<file path="src/hw/rtl/pdfa_ram.sv">
// ----------------------------------------------------------------------------
// pdfa_ram
// Generic simple dual-port RAM: one write port, one read port, read data
// registered and held while no read is issued.
// ----------------------------------------------------------------------------
module pdfa_ram #(
    parameter int WIDTH = 8,
    parameter int DEPTH = 256,
    localparam int AW = $clog2(DEPTH)
) (
    input  logic             i_clk,
    input  logic             i_we,
    input  logic [AW-1:0]    i_waddr,
    input  logic [WIDTH-1:0] i_wdata,
    input  logic             i_re,
    input  logic [AW-1:0]    i_raddr,
    output logic [WIDTH-1:0] o_rdata
);

    logic [WIDTH-1:0] r_mem [DEPTH];
    logic [WIDTH-1:0] r_rdata;

    always_ff @(posedge i_clk) begin
        if (i_we) begin
            r_mem[i_waddr] <= i_wdata;
        end
        if (i_re) begin
            r_rdata <= r_mem[i_raddr];
        end
    end

    assign o_rdata = r_rdata;

endmodule

</file>
<file path="config.mk">
export PLATFORM = sky130hd
export DESIGN_NAME = pdfa_ram
export DESIGN_NICKNAME = d
export VERILOG_FILES = /design/src/hw/rtl/pdfa_ram.sv
export SDC_FILE = /design/constraint.sdc
export NUM_CORES = 2
export LEC_CHECK = 0
export CAP_MARGIN = 30
export CORE_ASPECT_RATIO = 1.4
export CORE_MARGIN = 2
export CORE_UTILIZATION = 35
export CTS_CLUSTER_SIZE = 8
export DETAILED_ROUTE_END_ITERATION = 16
export DONT_BUFFER_PORTS = 1
export GPL_TIMING_DRIVEN = 0
export PLACE_DENSITY = 0.53
export SLEW_MARGIN = 0
export SYNTH_ARGS = -nofsm -noshare
export SYNTH_HDL_FRONTEND = slang
export SYNTH_SLANG_ARGS = --single-unit
</file>
<file path="constraint.sdc">
create_clock -name i_clk -period 3.25 [get_ports i_clk]
set_clock_uncertainty 0.15 [all_clocks]
set_input_delay 0.8125 -clock i_clk [delete_from_list [all_inputs] [get_ports i_clk]]
set_output_delay 0.8125 -clock i_clk [all_outputs]
set_load 0.1 [all_outputs]
</file>
* Word-level counts from Yosys, hierarchy flattened
Memories as Yosys holds them, arrays and structs flattened. A register that Yosys moved wholly into a read port is not among the register bits. Cells that the tools add are included.
Storage, ports and cells: word-level logic and storage cells 3, bits in writable memories 2048, output and inout bits 8, bits in registers 0, bits of input ports 27, memories kept 1
Memory list:
- r_mem | words 256, width 8, rd ports 1, clocked after memory_dff 1, write ports 1, line 20 | logic [WIDTH-1:0] r_mem [DEPTH];
Operators by class: muxes and demuxes 2
Operators by type and width (number):
- 2-to-1 mux 1 bit | 2

* Logic depth before layout (Yosys ltp)
depth in word-level cells 2, mapped depth 11, gate-level depth less buffers 6

* Worst setup path after synthesis
No wires, ideal clock.
path kind input port to flip-flop, start point input port i_raddr[0], end point register r_rdata[2], in the netlist o_rdata[2], read port of r_mem (data pin), cell stages on the path 9, library setup time 0.269 ns, path buffers 4, required time 2.831 ns, setup slack 0.211 ns, arrival 2.620 ns, cells stage by stage buf_6 > buf_12 > buf_8 > buf_2 > mux4_2 > a22oi_1 > a21oi_1 > nor4_1 > nor4_2
RTL lines:
- start, declared | line 16 | input logic [AW-1:0] i_raddr,
- end, declared | line 21 | logic [WIDTH-1:0] r_rdata;

* Worst setup path in the final report
start point input port i_waddr[2], end point memory r_mem[230][6] (enable)
RTL lines:
- start, declared | line 13 | input logic [AW-1:0] i_waddr,
- end, declared | line 20
No word-level cell before the write port.

==> results by group <==
Layout
  – Most common cell after layout, fill and taps aside: edfxtp_1
  – Post-route cell area: 93940 um2
  – Final core occ: 0.4145
  – Area Growth Syn to Fin: 17.96%
  – Layout net count: 4143
  – Commonest non-fill, non-tap cells in the layout: edfxtp_1, mux4_2, clkbuf_16
  – Share of layout cells above drive strength 1: 0.3019

Floorplanning
  – Starting Density: 0.3514
  – Die area: 231400 um2
  – Row count: 207
  – Die Ht: 568.4 um
  – Die width: 407.1 um
  – I/O pin cnt: 35
  – Core Box Area: 226600 um2

Routing
  – DRC Markers: 0
  – Detail-routed via count per cell: 5.745
  – Total number of vias: 41240
  – Iter 0 DRT Violations: 5362
  – Drt wl/cell: 36.63 um
  – Detailed Routing Iterations Pass 1: 8
  – Antenna Violating Nets Remaining: 0
  – Final WL: 262900 um

Worst setup path
  – Critical Path RT: 3.55 ns
  – CP Class: input pin to register
  – Startpoint Class: input pin
  – Worst Path Max Fanout: 11
  – Type of element capturing the critical path: register
  – Critical path arrival: 3.77 ns

Run
  – Max-cap violation count: 0

Timing
  – Minimum clock period after layout: 3.466 ns
  – Final Hold Fails: 0
  – Finish-stage setup viols: 365
  – Setup TNS: -34.07 ns
  – FMAX: 288.5 MHz
  – Worst-margin pin slew: 1.483 ns
  – Slew HR: 0.01136
  – Setup WS post-layout: -0.2158 ns
  – Final Cycle Share: 1.066
  – Pins Over Slew Limit: 0
  – Final hold slack: 0.09764 ns
  – RSZ-0062 raised after global routing: true

Yosys
  – Mapped cell area: 79640 um2
  – Main synth FF type: edfxtp_1
  – Synth unique cells: 54
  – Syn Area/Cell: 21.33 um2
  – Synth async-reset ratio: 0
  – Yosys reg bits: 2056
  – Mapped Cells: 3733
  – Register area share after synthesis: 0.7753
  – EDFF count, synth: 2056
  – Syn_nets: 3760
  – Synth Warn #: 0

Power and ir drop
  – Leakage power: 28.86 nW
  – Cell area power density: 635.8 nW/um2
  – Sequential share of power: 0.493
  – Worst vdd ir: 394.0 uV
  – Logic pwr share: 0.050
  – Internal: 46.81 mW
  – Net Sw Power: 12.92 mW
  – Net Sw Frac: 0.2163
  – Clock power share: 0.457

Placement
  – HPWL after DPL: 173500 um
  – Cell Area, Placed: 84240 um2
  – Placer Congestion: 0.9922
  – Port Buf Inserts: 0

Clocking
  – H-tree lvl count: 5
  – # clock sinks: 2056
  – CTS tree: done
  – CTS clock-pin slew for the worst setup and hold paths: 0.05 ns
  – Max Buffers Root-to-Sink: 4
  – Root Buffer: clkbuf_16
  – Num CTS Buffers: 299
  – Clock Latency Late Sink: 0.85 ns

Global route
  – Initial antenna violation count: 18
  – Global-route wire length before repair: 355000 um
  – GRT Residual Overflow: 0
  – Tot GR Track Use: 0.2240
  – Largest net degree at the start of global routing: 257
  – Vias in the first global route: 42240

Status
  – Failing checks: setup timing
  – Status: finished with violations

Min path
  – Worst hold path type: input pin to register
-- kinds of logic (layout without fill, tap and decap cells) --
| kind of cell | count (synthesis) | count (layout) | synth area share |
|---|---|---|---|
| flip-flops | 2056 | 2056 | 0.7753 |
| multiplexers | 591 | 591 | 0.1460 |
| AND/OR/NAND/NOR | 466 | 466 | 0.02625 |
| AO/OA/AOI/OAI | 385 | 385 | 0.03416 |
| buffers and inverters | 235 | 642 | 0.01829 |
| other | 0 | 8 | 0 |
-- state kept, by name (all words and copies together) (netlist names) --
name     flops
o_rdata      8
r_mem     2048
-- synth_stat cells (3+ instances only) --
master	count	share of area
edfxtp_1	2056	0.78
mux4_2	454	0.13
nor2_1	282	0.013
mux2i_1	134	0.017
a22oi_1	133	0.013
clkbuf_1	111	0.0052
a21oi_1	96	0.0060
o221ai_1	46	0.0051
nand3_1	34	0.0021
nand2_1	33	0.0016
buf_2	31	0.0019
nor2b_1	31	0.0024
o22ai_1	28	0.0022
buf_4	27	0.0025
nor4_1	24	0.0019
buf_1	22	0.0010
nor3_1	22	0.0014
buf_6	21	0.0030
a211oi_1	16	0.0015
a221oi_1	13	0.0014
buf_8	13	0.0025
nand4_1	10	0.00079
o211ai_1	10	0.00094
o21ai_0	10	0.00063
a22o_1	8	0.00088
buf_12	8	0.0020
nand2b_1	8	0.00063
and2_1	6	0.00047
o22a_1	5	0.00055
o32ai_1	4	0.00044
or2_2	4	0.00031
nor4_2	3	0.00047
-- area by class of cell --
cell class | instances | area (um2)
Multi-Input combinational cell | 1442 | 17600
Clock buffer | 305 | 7590
Sequential cell | 2056 | 61740
Tap cell | 3030 | 3791
Fill cell | 19690 | 132700
Clock inverter | 20 | 265.3
Inverter | 2 | 7.507
Timing Repair Buffer | 83 | 964.7
Antenna cell | 8 | 20.02
Buffer | 232 | 1957
-- routing by layer --
| metal | track usage | vias to the layer above | share of wire |
|---|---|---|---|
| met3 | 0.04728 | 578 | 0.077 |
| met2 | 0.3833 | 2079 | 0.50 |
| met4 | 0.1307 | 12 | 0.065 |
| met1 | 0.2597 | 22190 | 0.35 |
| li1 | - | 16370 | - |
| met5 | 0 | - | 0.00031 |
-- per-stage QoR --
stage               setup WS (ns)  total power [mW]  cells
floorplan                  0.2114             31.34   3733
global placement           -3.403             32.57   6763
detailed placement         -2.400             32.65   6825
CTS                       -0.2338             59.89   7158
global route              -0.1955             61.06   7172
finish                    -0.2158             59.73   7178
-- path summary, 6_finish.rpt --
kind	start	end	slack, ns	cells past startpoint
max	i_waddr[2]	r_mem[230][6]	-0.22	6
min	i_wdata[1]	r_mem[107][1]	0.1	0
max reg2reg	r_mem[68][4]	o_rdata[4]	0.21	6
min reg2reg	r_mem[52][5]	o_rdata[5]	1.29	6
-- timing repair --
| action | 4_1_cts | 5_1_grt |
|---|---|---|
| endpoints found under the hold margin | 68 | 0 |
| setup buffers | 5 | 3 |
| gates resized for setup | 302 | 120 |
| hold buffers | 4 | 0 |
| pin swaps | 14 | 12 |
| endpoints found under the setup margin | 635 | 606 |
-- critical path, stage by stage --
cell and delay, ns:
clkbuf_1 0.44, nor2b_1 0.21, clkbuf_1 0.41, nand3_1 0.31, clkbuf_2 0.65, nor2_1 0.92
-- power groups by stage --
stage	sequential [mW]	combinational (mW)	clock [mW]
detailed placement	29.9	2.73	0
global placement	29.9	2.66	0
floorplan	29.9	1.42	0
finish	29.4	3.01	27.3
CTS	29.4	2.95	27.5
global route	29.4	3.04	28.6
(Power assumes the default switching activity.)
